$ cat src/hdl/kbdfifo_pkg.sv
`timescale 1ns / 1ps
// ---------------------------------------------------------------------------
// kbdfifo_pkg
// Shared constants, types and set-1 keymap lookups for the scancode decoder.
// ---------------------------------------------------------------------------
package kbdfifo_pkg;

   localparam int FIFO_DEPTH = 256;
   localparam int PTR_W      = (FIFO_DEPTH > 1) ? $clog2(FIFO_DEPTH) : 1;
   localparam int CHAR_W     = 7;

   // output queue between the RAM read stage and the response port
   localparam int OBUF_DEPTH = 4;
   localparam int OBUF_PTR_W = $clog2(OBUF_DEPTH);
   localparam int OBUF_CNT_W = $clog2(OBUF_DEPTH + 1);

   // request kinds carried on req_tuser
   localparam logic OP_SCANCODE = 1'b0;
   localparam logic OP_READ     = 1'b1;

   localparam logic [7:0] SC_EXTENDED = 8'hE0;
   localparam logic [6:0] SC_LSHIFT   = 7'h2A;
   localparam logic [6:0] SC_RSHIFT   = 7'h36;
   localparam logic [6:0] SC_CAPS     = 7'h3A;

   typedef struct packed {
      logic              valid;
      logic [CHAR_W-1:0] character;
   } push_type;

   typedef struct packed {
      logic              char_valid;
      logic [CHAR_W-1:0] character;
   } rsp_item_type;

   // US layout, set 1 make code -> ASCII; 0 means no character
   function automatic logic [CHAR_W-1:0] key_lookup(input logic [6:0] code,
                                                    input logic shifted);
      logic [CHAR_W-1:0] ch;
      ch = '0;
      unique case (code)
         7'h01: ch = 7'h1B;
         7'h02: ch = shifted ? 7'h21 : 7'h31;
         7'h03: ch = shifted ? 7'h40 : 7'h32;
         7'h04: ch = shifted ? 7'h23 : 7'h33;
         7'h05: ch = shifted ? 7'h24 : 7'h34;
         7'h06: ch = shifted ? 7'h25 : 7'h35;
         7'h07: ch = shifted ? 7'h5E : 7'h36;
         7'h08: ch = shifted ? 7'h26 : 7'h37;
         7'h09: ch = shifted ? 7'h2A : 7'h38;
         7'h0A: ch = shifted ? 7'h28 : 7'h39;
         7'h0B: ch = shifted ? 7'h29 : 7'h30;
         7'h0C: ch = shifted ? 7'h5F : 7'h2D;
         7'h0D: ch = shifted ? 7'h2B : 7'h3D;
         7'h0E: ch = 7'h08;
         7'h0F: ch = 7'h09;
         7'h10: ch = shifted ? 7'h51 : 7'h71;
         7'h11: ch = shifted ? 7'h57 : 7'h77;
         7'h12: ch = shifted ? 7'h45 : 7'h65;
         7'h13: ch = shifted ? 7'h52 : 7'h72;
         7'h14: ch = shifted ? 7'h54 : 7'h74;
         7'h15: ch = shifted ? 7'h59 : 7'h79;
         7'h16: ch = shifted ? 7'h55 : 7'h75;
         7'h17: ch = shifted ? 7'h49 : 7'h69;
         7'h18: ch = shifted ? 7'h4F : 7'h6F;
         7'h19: ch = shifted ? 7'h50 : 7'h70;
         7'h1A: ch = shifted ? 7'h7B : 7'h5B;
         7'h1B: ch = shifted ? 7'h7D : 7'h5D;
         7'h1C: ch = 7'h0A;
         7'h1E: ch = shifted ? 7'h41 : 7'h61;
         7'h1F: ch = shifted ? 7'h53 : 7'h73;
         7'h20: ch = shifted ? 7'h44 : 7'h64;
         7'h21: ch = shifted ? 7'h46 : 7'h66;
         7'h22: ch = shifted ? 7'h47 : 7'h67;
         7'h23: ch = shifted ? 7'h48 : 7'h68;
         7'h24: ch = shifted ? 7'h4A : 7'h6A;
         7'h25: ch = shifted ? 7'h4B : 7'h6B;
         7'h26: ch = shifted ? 7'h4C : 7'h6C;
         7'h27: ch = shifted ? 7'h3A : 7'h3B;
         7'h28: ch = shifted ? 7'h22 : 7'h27;
         7'h29: ch = shifted ? 7'h7E : 7'h60;
         7'h2B: ch = shifted ? 7'h7C : 7'h5C;
         7'h2C: ch = shifted ? 7'h5A : 7'h7A;
         7'h2D: ch = shifted ? 7'h58 : 7'h78;
         7'h2E: ch = shifted ? 7'h43 : 7'h63;
         7'h2F: ch = shifted ? 7'h56 : 7'h76;
         7'h30: ch = shifted ? 7'h42 : 7'h62;
         7'h31: ch = shifted ? 7'h4E : 7'h6E;
         7'h32: ch = shifted ? 7'h4D : 7'h6D;
         7'h33: ch = shifted ? 7'h3C : 7'h2C;
         7'h34: ch = shifted ? 7'h3E : 7'h2E;
         7'h35: ch = shifted ? 7'h3F : 7'h2F;
         7'h39: ch = 7'h20;
         // keypad
         7'h47: ch = 7'h37;
         7'h48: ch = 7'h38;
         7'h49: ch = 7'h39;
         7'h4A: ch = 7'h2D;
         7'h4B: ch = 7'h34;
         7'h4C: ch = 7'h35;
         7'h4D: ch = 7'h36;
         7'h4E: ch = 7'h2B;
         7'h4F: ch = 7'h31;
         7'h50: ch = 7'h32;
         7'h51: ch = 7'h33;
         7'h52: ch = 7'h30;
         7'h53: ch = 7'h2E;
         default: ch = '0;
      endcase
      return ch;
   endfunction

endpackage

$ cat src/hdl/kbdfifo_ram.sv
`timescale 1ns / 1ps
// ---------------------------------------------------------------------------
// kbdfifo_ram
// Generic simple dual-port RAM, one write port, one registered read port.
// ---------------------------------------------------------------------------
module kbdfifo_ram #(
   parameter int WIDTH = 8,
   parameter int DEPTH = 256
) (
   input  logic                                     clock,
   input  logic                                     wr_en,
   input  logic [((DEPTH > 1) ? $clog2(DEPTH) : 1)-1:0] wr_addr,
   input  logic [WIDTH-1:0]                         wr_data,
   input  logic                                     rd_en,
   input  logic [((DEPTH > 1) ? $clog2(DEPTH) : 1)-1:0] rd_addr,
   output logic [WIDTH-1:0]                         rd_data
);

   logic [WIDTH-1:0] mem [DEPTH];
   logic [WIDTH-1:0] rd_data_ff;

   always_ff @(posedge clock) begin
      if (wr_en) begin
         mem[wr_addr] <= wr_data;
      end
      if (rd_en) begin
         rd_data_ff <= mem[rd_addr];
      end
   end

   assign rd_data = rd_data_ff;

endmodule

$ cat src/hdl/kbdfifo_decode.sv
`timescale 1ns / 1ps
// ---------------------------------------------------------------------------
// kbdfifo_decode
// Set-1 scancode decoder: shift / caps lock tracking and keymap lookup.
// ---------------------------------------------------------------------------
module kbdfifo_decode
   import kbdfifo_pkg::*;
(
   input  logic     clock,
   input  logic     reset,
   input  logic     code_en,     // scancode transaction with output-full set
   input  logic [7:0] scan_code,
   output push_type push
);

   logic lshift_ff, lshift_in;
   logic rshift_ff, rshift_in;
   logic caps_ff,   caps_in;

   logic              shifted;
   logic [CHAR_W-1:0] raw_char;
   logic [CHAR_W-1:0] fixed_char;
   logic              is_lower;
   logic              is_upper;

   assign shifted  = lshift_ff | rshift_ff;
   assign raw_char = key_lookup(scan_code[6:0], shifted);
   assign is_lower = (raw_char >= 7'h61) && (raw_char <= 7'h7A);
   assign is_upper = (raw_char >= 7'h41) && (raw_char <= 7'h5A);

   // caps lock flips case of letters only; bit 5 is the case bit
   always_comb begin
      fixed_char = raw_char;
      if (caps_ff && ((!shifted && is_lower) || (shifted && is_upper))) begin
         fixed_char = raw_char ^ 7'h20;
      end
   end

   always_comb begin
      lshift_in      = lshift_ff;
      rshift_in      = rshift_ff;
      caps_in        = caps_ff;
      push.valid     = 1'b0;
      push.character = fixed_char;
      if (code_en && (scan_code != SC_EXTENDED)) begin
         if (scan_code[7]) begin
            if (scan_code[6:0] == SC_LSHIFT) lshift_in = 1'b0;
            if (scan_code[6:0] == SC_RSHIFT) rshift_in = 1'b0;
         end else if (scan_code[6:0] == SC_LSHIFT) begin
            lshift_in = 1'b1;
         end else if (scan_code[6:0] == SC_RSHIFT) begin
            rshift_in = 1'b1;
         end else if (scan_code[6:0] == SC_CAPS) begin
            caps_in = ~caps_ff;
         end else begin
            push.valid = (fixed_char != '0);
         end
      end
   end

   always_ff @(posedge clock) begin
      if (reset) begin
         lshift_ff <= 1'b0;
         rshift_ff <= 1'b0;
         caps_ff   <= 1'b0;
      end else begin
         lshift_ff <= lshift_in;
         rshift_ff <= rshift_in;
         caps_ff   <= caps_in;
      end
   end

endmodule

$ cat src/hdl/kbdfifo_outbuf.sv
`timescale 1ns / 1ps
// ---------------------------------------------------------------------------
// kbdfifo_outbuf
// Small response queue decoupling the read pipeline from rsp backpressure.
// ---------------------------------------------------------------------------
module kbdfifo_outbuf
   import kbdfifo_pkg::*;
(
   input  logic                  clock,
   input  logic                  reset,
   input  logic                  push,
   input  rsp_item_type          push_item,
   input  logic                  pop,
   output logic                  not_empty,
   output rsp_item_type          head,
   output logic [OBUF_CNT_W-1:0] count
);

   rsp_item_type            entry_ff [OBUF_DEPTH];
   logic [OBUF_PTR_W-1:0]   wr_ptr_ff, wr_ptr_in;
   logic [OBUF_PTR_W-1:0]   rd_ptr_ff, rd_ptr_in;
   logic [OBUF_CNT_W-1:0]   count_ff,  count_in;

   always_comb begin
      wr_ptr_in = wr_ptr_ff;
      rd_ptr_in = rd_ptr_ff;
      count_in  = count_ff;
      if (push) begin
         wr_ptr_in = wr_ptr_ff + 1'b1;
      end
      if (pop) begin
         rd_ptr_in = rd_ptr_ff + 1'b1;
      end
      unique case ({push, pop})
         2'b10:   count_in = count_ff + 1'b1;
         2'b01:   count_in = count_ff - 1'b1;
         default: count_in = count_ff;
      endcase
   end

   always_ff @(posedge clock) begin
      if (reset) begin
         wr_ptr_ff <= '0;
         rd_ptr_ff <= '0;
         count_ff  <= '0;
      end else begin
         wr_ptr_ff <= wr_ptr_in;
         rd_ptr_ff <= rd_ptr_in;
         count_ff  <= count_in;
      end
   end

   always_ff @(posedge clock) begin
      if (push) begin
         entry_ff[wr_ptr_ff] <= push_item;
      end
   end

   assign head      = entry_ff[rd_ptr_ff];
   assign not_empty = (count_ff != '0);
   assign count     = count_ff;

endmodule

$ cat src/hdl/keyboard_scancode_to_ascii_fifo_unit.sv
`timescale 1ns / 1ps
// ---------------------------------------------------------------------------
// keyboard_scancode_to_ascii_fifo_unit
// PS/2 set-1 scancode decoder feeding a character FIFO, with a read channel.
// ---------------------------------------------------------------------------
// Usage:
//  - req channel: tuser = 0 delivers a scancode byte, tuser = 1 asks for one
//    character. A scancode is acted on only with the output-full bit set.
//    Scancode transactions produce no response.
//  - rsp channel: one transaction per read request, in request order.
//    tuser = 1 with the oldest character in tdata, or tuser = 0 and tdata = 0
//    when the FIFO was empty.
//  - A read response passes through the request register, the RAM read
//    register and the output queue before it appears on rsp.
//  - Throughput: one request per cycle while req_tready is high. The FIFO
//    RAM has one write port, for scancodes, and one read port, for reads.
//  - Backpressure: a 4-entry output queue absorbs reads in flight. req_tready
//    drops when the queue plus the reads in flight fill it, so a stalled
//    response side stops the request side after four outstanding reads.
//  - FIFO holds FIFO_DEPTH-1 characters; further characters are dropped.
//  - Reset (synchronous): shift and caps lock released, FIFO emptied, queue
//    flushed. RAM contents are not cleared; no clearing pass is needed.
// ---------------------------------------------------------------------------
module keyboard_scancode_to_ascii_fifo_unit
   import kbdfifo_pkg::*;
(
   input  logic        clock,
   input  logic        reset,
   input  logic        req_tvalid,
   output logic        req_tready,
   input  logic [15:0] req_tdata,   // [0] output_full, [8:1] scan_code, rest zero
   input  logic [0:0]  req_tuser,   // [0] operation
   output logic        rsp_tvalid,
   input  logic        rsp_tready,
   output logic [7:0]  rsp_tdata,   // [6:0] character, [7] zero
   output logic [0:0]  rsp_tuser    // [0] char_valid
);

   // request register
   logic       s1_valid_ff;
   logic       s1_op_ff;
   logic       s1_full_ff;
   logic [7:0] s1_code_ff;

   // RAM read stage
   logic s2_valid_ff, s2_valid_in;
   logic s2_hit_ff,   s2_hit_in;

   logic [PTR_W-1:0] wr_ptr_ff, wr_ptr_in;
   logic [PTR_W-1:0] rd_ptr_ff, rd_ptr_in;
   logic [PTR_W-1:0] wr_ptr_next;
   logic [PTR_W-1:0] rd_ptr_next;

   logic              req_accept;
   logic              s1_read;
   logic              fifo_empty;
   logic              ram_we;
   logic [CHAR_W-1:0] ram_rdata;
   push_type          dec_push;

   rsp_item_type              s2_item;
   rsp_item_type              obuf_head;
   logic                      obuf_not_empty;
   logic [OBUF_CNT_W-1:0]     obuf_count;
   logic [OBUF_CNT_W-1:0]     in_flight;

   // reads in flight plus queued responses must fit the output queue
   assign s1_read    = s1_valid_ff && (s1_op_ff == OP_READ);
   assign in_flight  = obuf_count + OBUF_CNT_W'(s1_read) + OBUF_CNT_W'(s2_valid_ff);
   assign req_tready = (in_flight < OBUF_CNT_W'(OBUF_DEPTH));
   assign req_accept = req_tvalid && req_tready;

   always_ff @(posedge clock) begin
      if (reset) begin
         s1_valid_ff <= 1'b0;
      end else begin
         s1_valid_ff <= req_accept;
      end
   end

   always_ff @(posedge clock) begin
      if (req_accept) begin
         s1_op_ff   <= req_tuser[0];
         s1_full_ff <= req_tdata[0];
         s1_code_ff <= req_tdata[8:1];
      end
   end

   kbdfifo_decode u_decode (
      .clock     (clock),
      .reset     (reset),
      .code_en   (s1_valid_ff && (s1_op_ff == OP_SCANCODE) && s1_full_ff),
      .scan_code (s1_code_ff),
      .push      (dec_push)
   );

   // character FIFO pointer control
   assign wr_ptr_next = (wr_ptr_ff == PTR_W'(FIFO_DEPTH - 1)) ? '0 : wr_ptr_ff + 1'b1;
   assign rd_ptr_next = (rd_ptr_ff == PTR_W'(FIFO_DEPTH - 1)) ? '0 : rd_ptr_ff + 1'b1;
   assign fifo_empty  = (wr_ptr_ff == rd_ptr_ff);
   assign ram_we      = dec_push.valid && (wr_ptr_next != rd_ptr_ff);

   always_comb begin
      wr_ptr_in   = wr_ptr_ff;
      rd_ptr_in   = rd_ptr_ff;
      s2_valid_in = s1_read;
      s2_hit_in   = s1_read && !fifo_empty;
      if (ram_we) begin
         wr_ptr_in = wr_ptr_next;
      end
      if (s1_read && !fifo_empty) begin
         rd_ptr_in = rd_ptr_next;
      end
   end

   always_ff @(posedge clock) begin
      if (reset) begin
         wr_ptr_ff   <= '0;
         rd_ptr_ff   <= '0;
         s2_valid_ff <= 1'b0;
         s2_hit_ff   <= 1'b0;
      end else begin
         wr_ptr_ff   <= wr_ptr_in;
         rd_ptr_ff   <= rd_ptr_in;
         s2_valid_ff <= s2_valid_in;
         s2_hit_ff   <= s2_hit_in;
      end
   end

   kbdfifo_ram #(
      .WIDTH (CHAR_W),
      .DEPTH (FIFO_DEPTH)
   ) u_char_ram (
      .clock   (clock),
      .wr_en   (ram_we),
      .wr_addr (wr_ptr_ff),
      .wr_data (dec_push.character),
      .rd_en   (s1_read),
      .rd_addr (rd_ptr_ff),
      .rd_data (ram_rdata)
   );

   // empty reads return zero
   assign s2_item.char_valid = s2_hit_ff;
   assign s2_item.character  = s2_hit_ff ? ram_rdata : '0;

   kbdfifo_outbuf u_outbuf (
      .clock     (clock),
      .reset     (reset),
      .push      (s2_valid_ff),
      .push_item (s2_item),
      .pop       (rsp_tvalid && rsp_tready),
      .not_empty (obuf_not_empty),
      .head      (obuf_head),
      .count     (obuf_count)
   );

   assign rsp_tvalid   = obuf_not_empty;
   assign rsp_tdata    = {1'b0, obuf_head.character};
   assign rsp_tuser[0] = obuf_head.char_valid;

endmodule
$ cat config.mk
export PLATFORM = sky130hd
export DESIGN_NAME = keyboard_scancode_to_ascii_fifo_unit
export DESIGN_NICKNAME = d
export VERILOG_FILES = /design/src/hdl/kbdfifo_pkg.sv /design/src/hdl/kbdfifo_ram.sv /design/src/hdl/kbdfifo_decode.sv /design/src/hdl/kbdfifo_outbuf.sv /design/src/hdl/keyboard_scancode_to_ascii_fifo_unit.sv
export SDC_FILE = /design/constraint.sdc
export NUM_CORES = 2
export LEC_CHECK = 0
export BUFFER_PORTS_ARGS = -buffer_cell sky130_fd_sc_hd__buf_4
export CAP_MARGIN = 30
export CORE_ASPECT_RATIO = 1.75
export CORE_MARGIN = 3
export CORE_UTILIZATION = 40
export DETAILED_ROUTE_END_ITERATION = 7
export SLEW_MARGIN = 20
export SYNTH_ARGS = -nofsm -noshare
export SYNTH_HDL_FRONTEND = slang
export SYNTH_SLANG_ARGS = --single-unit
$ cat constraint.sdc
create_clock -name clock -period 21 [get_ports clock]
set_input_delay 6.3 -clock clock [delete_from_list [all_inputs] [get_ports clock]]
set_output_delay 6.3 -clock clock [all_outputs]
set_load 0.05 [all_outputs]
**Word-level counts from Yosys, hierarchy flattened**

Memory sizes are Yosys's and may differ from the RTL's. A register that Yosys moved wholly into a read port is not among the register bits.
Index checks and enable logic that the tools add are counted.

- Bits in registers: 39
- Latch bits: 0
- RAM bits: 1824
- Bits in read-only memories: 0
- Logic and storage cells: 205
- Memories: 2

Memory list:

| memory | words | width | read ports | clocked after memory_dff | write ports | RTL line | text |
|---|---|---|---|---|---|---|---|
| u_char_ram.mem | 256 | 7 | 1 | 1 | 1 | kbdfifo_ram.sv:19 | `logic [WIDTH-1:0] mem [DEPTH];` |
| u_outbuf.entry_ff | 4 | 8 | 1 | 1 | 1 | kbdfifo_outbuf.sv:19 | `rsp_item_type entry_ff [OBUF_DEPTH];` |

- Add/sub/neg operators: 8
- Multiply operators: 0
- Divide/modulo/power cells: 0
- Magnitude comparators: 5
- Equal/unequal tests: 76
- Shift operators: 0
- Mux-type cells: 71
- Bitwise gates (word level): 7
- Reductions and logical operators: 22

Operators with widths:

| operator | number |
|---|---|
| $pmux W7 S65 | 1 |
| $mux W6 | 30 |
| $eq A7 B6 Y1 const B | 25 |
| $eq A7 B5 Y1 const B | 15 |
| $eq A7 B7 Y1 const B | 13 |
| $mux W5 | 13 |
| $eq A7 B4 Y1 const B | 8 |
| $eq A7 B3 Y1 const B | 4 |
| $mux W7 | 4 |
| $mux W1 | 17 |
| $add A8 B1 Y8 const B | 2 |
| $eq A8 B8 Y1 const B | 2 |
| $mux W8 | 2 |
| $eq A7 B2 Y1 const B | 2 |
| $ge A7 B7 Y1 const B | 2 |
| $le A7 B7 Y1 const B | 2 |
| $logic_and A1 B1 Y1 | 13 |
| $eq A8 B8 Y1 | 1 |
| $ne A8 B8 Y1 | 1 |
| $ne A8 B8 Y1 const B | 1 |
| $eq A7 B1 Y1 const B | 1 |
| $reduce_bool A7 Y1 | 1 |
| $add A3 B1 Y3 | 2 |
| $not A1 Y1 | 6 |
| other kinds (18) | 21 |

**Longest topological paths before layout**

- Depth after elaboration: 18
- Gate-level depth with buffers: 14

**Modules after synthesis**

From an unflattened synthesis, not the netlist that was laid out.

- Cells, all modules: 3922
- Area total of the unflattened synthesis: 75358.5 sq um

By module, submodules not included:

| module | times used | cells an instance | area each (sq um) | seq. area each (sq um) |
|---|---|---|---|---|
| kbdfifo_ram | 1 | 3381 | 70267.4 | 54021.8 |
| kbdfifo_decode | 1 | 282 | 1819.2 | 60.1 |
| keyboard_scancode_to_ascii_fifo_unit | 1 | 175 | 1695.4 | 680.7 |
| kbdfifo_outbuf | 1 | 84 | 1576.5 | 1141.1 |

**Worst setup path before layout**

Ideal clock, no wire load.

- Kind: register -> register
- From: register s1_code_ff[1]
- To: memory u_char_ram.mem[0][5] (netlist bit) (data pin)
- Data arrival time: 16.503 ns
- Data required time: 19.364 ns
- Setup slack: 2.862 ns
- Stages on the path, launching flop included: 11
- Path buffers: 4
- Period minus slack after synthesis: 18.138 ns
- Cells stage by stage: edfxtp_1 -> buf_2 -> buf_4 -> buf_2 -> clkbuf_1 -> a21oi_1 -> a41oi_1 -> o2111ai_1 -> a21oi_1 -> o2111ai_2 -> mux2i_1

RTL lines:

| element | RTL line | text |
|---|---|---|
| start, declared | keyboard_scancode_to_ascii_fifo_unit.sv:43 | `logic [7:0] s1_code_ff;` |
| start signal, assigned | keyboard_scancode_to_ascii_fifo_unit.sv:85 | `s1_code_ff <= req_tdata[8:1];` |
| end, declared | kbdfifo_ram.sv:19 |  |

==> results.py <==
metrics = {
    "outcome": {
        "status": "complete, no violations",
    },
    "critical_path": {
        "critPathLaunchType": "flop",
        "slowest_delay_ns": 0.67,
        "cp_cell_sequence": "mux4_2 > buf_4",
        "cp_max_fo": 8,
        "arrival_ns": 2.24,
        "endpoint_kind": "output pin",
        "r2r-start": "s1_code_ff[3]",
        "required_ns": 14.70,
        "slowest_stage": "dfxtp_1",
        "path_class": "reg -> out",
    },
    "global_route": {
        "antenna_found_initial": 3,
        "grt-ovfl-total": 0,
        "grt_start_max_net_pins": 182,
        "grt_pass1_wl_um": 266000,
        "track_usage": 0.189,
        "grt_pass1_vias": 37100,
    },
    "power_and_ir_drop": {
        "power.density_mw_per_mm2": 89.8,
        "max-vdd-ir-drop_uv": 61.4,
        "power.leakage_nw": 24.2,
        "power_mw": 7.44,
    },
    "clock_tree": {
        "cts_buffers": 162,
        "ctsResizeCount": 0,
        "cts_tree": "yes",
        "cts_hold_buf": 0,
        "clock_sink_count": 1872,
        "clk_latency_ns": 0.78,
        "cts_root_buffer": "clkbuf_16",
        "cts.clk_slew.worst_paths_ns": 0.06,
        "h-tree-depth": 4,
        "cts_setup_buffers": 0,
        "clock_tree.buffer_depth": 4,
    },
    "routing": {
        "wire_per_inst_um": 29.6,
        "drt_iter0_markers": 3367,
        "antenna_left": 0,
        "wl_met3_um": 8410,
        "wl_met1_um": 65300,
        "vias_per_cell": 5.77,
        "wl_met2_um": 101000,
        "finalWirelength_um": 182000,
        "route.top_layer_used": "met4",
        "drcViolationCount": 0,
        "dr.pass1.iters": 5,
        "vias": 35500,
    },
    "layout": {
        "utilization": 0.447,
        "fill_cells": 15500,
        "regArea_mm2": 0.0559,
        "final_layout_size_suffix_gt1_frac": 0.246,
        "syn2layout_area_growth_pct": 10.8,
        "nNetsFinal": 3649,
        "multi_input_area_mm2": 0.0177,
    },
    "timing": {
        "finalSetupTns_ns": 0,
        "fin_hold_ws_ns": 0.516,
        "period_minus_slack_ns": 8.54,
        "rsz0062_at_grt": "false",
        "finalCritPeriodShare": 0.407,
        "hold_violations": 0,
        "worst_pin_slew_ns": 1.24,
        "setup_slack_ns": 12.46,
        "slew_violations": 0,
        "clock_skew_ns": 0.0446,
        "setup_viol": 0,
        "slew_headroom": 0.172,
        "maxClockFrequency_mhz": 117,
    },
    "synth": {
        "yosys_most_used_dff": "edfxtp_1",
        "ys_ff_latch": 1872,
        "synth_area_per_cell_um2": 20.9,
        "synth-edff-count": 1841,
        "syn_nets": 3606,
        "yosys_warnings": 0,
        "synth_area_mm2": 0.0747,
        "ys_async_sr_fraction": 0,
        "ys_types": 77,
        "synthCells": 3573,
        "ys_seq_area_frac": 0.748,
    },
    "floorplanning": {
        "die_x_um": 333,
        "die_h_um": 578,
        "die_area_mm2": 0.192,
        "io_pins": 32,
        "core_mm2": 0.185,
        "start_util": 0.403,
        "rows": 209,
    },
    "hold_path": {
        "hp-start": "u_outbuf.count[2]",
        "hp-class": "reg -> reg",
    },
    "placed_design": {
        "numPortBuffers": 23,
        "place_congestion": 0.936,
        "place_ws_ns": 13.05,
        "dp_hpwl_um": 113000,
    },
    "flow_run": {
        "cap_violations": 0,
    },
}
-- synthesized netlist by cell type, types with 21 or more instances --
master / number / area (µm²)
edfxtp_1: 1841 / 55300
o21ai_0: 26 / 130
buf_2: 89 / 445
dfxtp_1: 31 / 621
a21oi_1: 59 / 295
xnor2_1: 21 / 184
nand3_1: 33 / 165
a22oi_1: 26 / 195
nor2b_1: 32 / 200
nand2_1: 69 / 259
buf_4: 33 / 248
buf_1: 23 / 86.3
mux4_2: 546 / 12300
clkbuf_1: 82 / 308
nor3_1: 22 / 110
nor2_1: 321 / 1200
mux2i_1: 52 / 521
and2_1: 21 / 131
-- placed cells by master, fill, tap and decap left out, types with 22 or more instances in the layout --
master	synthesis	routed
nor2b_1	32	31
a22oi_1	26	26
mux4_2	546	546
a21oi_1	59	59
clkinv_1	4	36
nand3_1	33	32
edfxtp_1	1841	1841
nor2_1	321	321
dfxtp_1	31	25
buf_4	33	90
o21ai_0	26	26
clkbuf_16	0	165
mux2i_1	52	51
clkbuf_1	82	33
nand2_1	69	69
nor3_1	22	22
-- power by group --
group	total (mW)	switching, mW	leakage, nW	internal [mW]
clock network	2.91	1.29	2.43	1.62
registers	4.23	0.00461	17.0	4.23
logic	0.294	0.234	4.78	0.0598
-- stage by stage --
step / cell area (µm²) / cells
final: 82800 / 6157
after detailed placement: 77600 / 5871
after CTS: 82600 / 6148
after global routing: 82800 / 6156
after global placement: 77500 / 5863
after floorplan: 74700 / 3573
-- logic make-up (layout without fill, tap and decap cells) --
logic type,after synthesis,count (layout),synth area share
simple gates,589,589,0.0376
buf+inv,248,404,0.0160
other cells,1,3,0.0000502
mux,605,605,0.173
fa+ha+maj,12,12,0.00211
flops,1872,1872,0.748
compound gates,213,213,0.0194
xor+xnor,33,33,0.00387
-- metal layers --
| metal | track usage | vias up |
|---|---|---|
| met2 | 0.354 | 1180 |
| met3 | 0.0208 | 321 |
| met5 | 0 | - |
| met4 | 0.0737 | 0 |
| met1 | 0.221 | 19100 |
| li1 | - | 14900 |
-- worst paths after layout --
check / endpoint / slack (ns) / cells past startpoint
hold reg to reg: u_outbuf.count[2] / 0.52 / 2
setup / recovery: rsp_tdata[4] / 12.46 / 2
hold / removal: u_outbuf.count[2] / 0.52 / 2
setup reg to reg: u_char_ram.mem[95][5] / 15.36 / 13
-- sequential cells by signal, summed over array words and instances, names as in the netlist, 2 cells and up, named ones only --
signal and count:
u_char_ram.mem 1792, u_outbuf.wr_ptr_ff 2, rd_ptr_ff 8, u_outbuf.rd_ptr_ff 2, s1_code_ff 8, u_char_ram.rd_data 7
wr_ptr_ff 8, u_outbuf.entry_ff 32, u_outbuf.count 3
-- worst max-delay path, delay by kind of cell, from the launching register on --
kind     cells  cell delay (ns)
mux          1             0.58
flops        1             0.67
buf+inv      1             0.21
-- final cells by class --
| class | count | share of cell area |
|---|---|---|
| diodes | 2 | 0.0000605 |
| clock buffers | 200 | 0.0517 |
| clock inverters | 77 | 0.00880 |
| inverters | 17 | 0.000861 |
| multi-input cells | 1453 | 0.213 |
| flip-flops and latches | 1872 | 0.675 |
| well taps | 2426 | 0.0367 |
| repair buffers | 110 | 0.0132 |
Power figures use the tool's default switching activity.
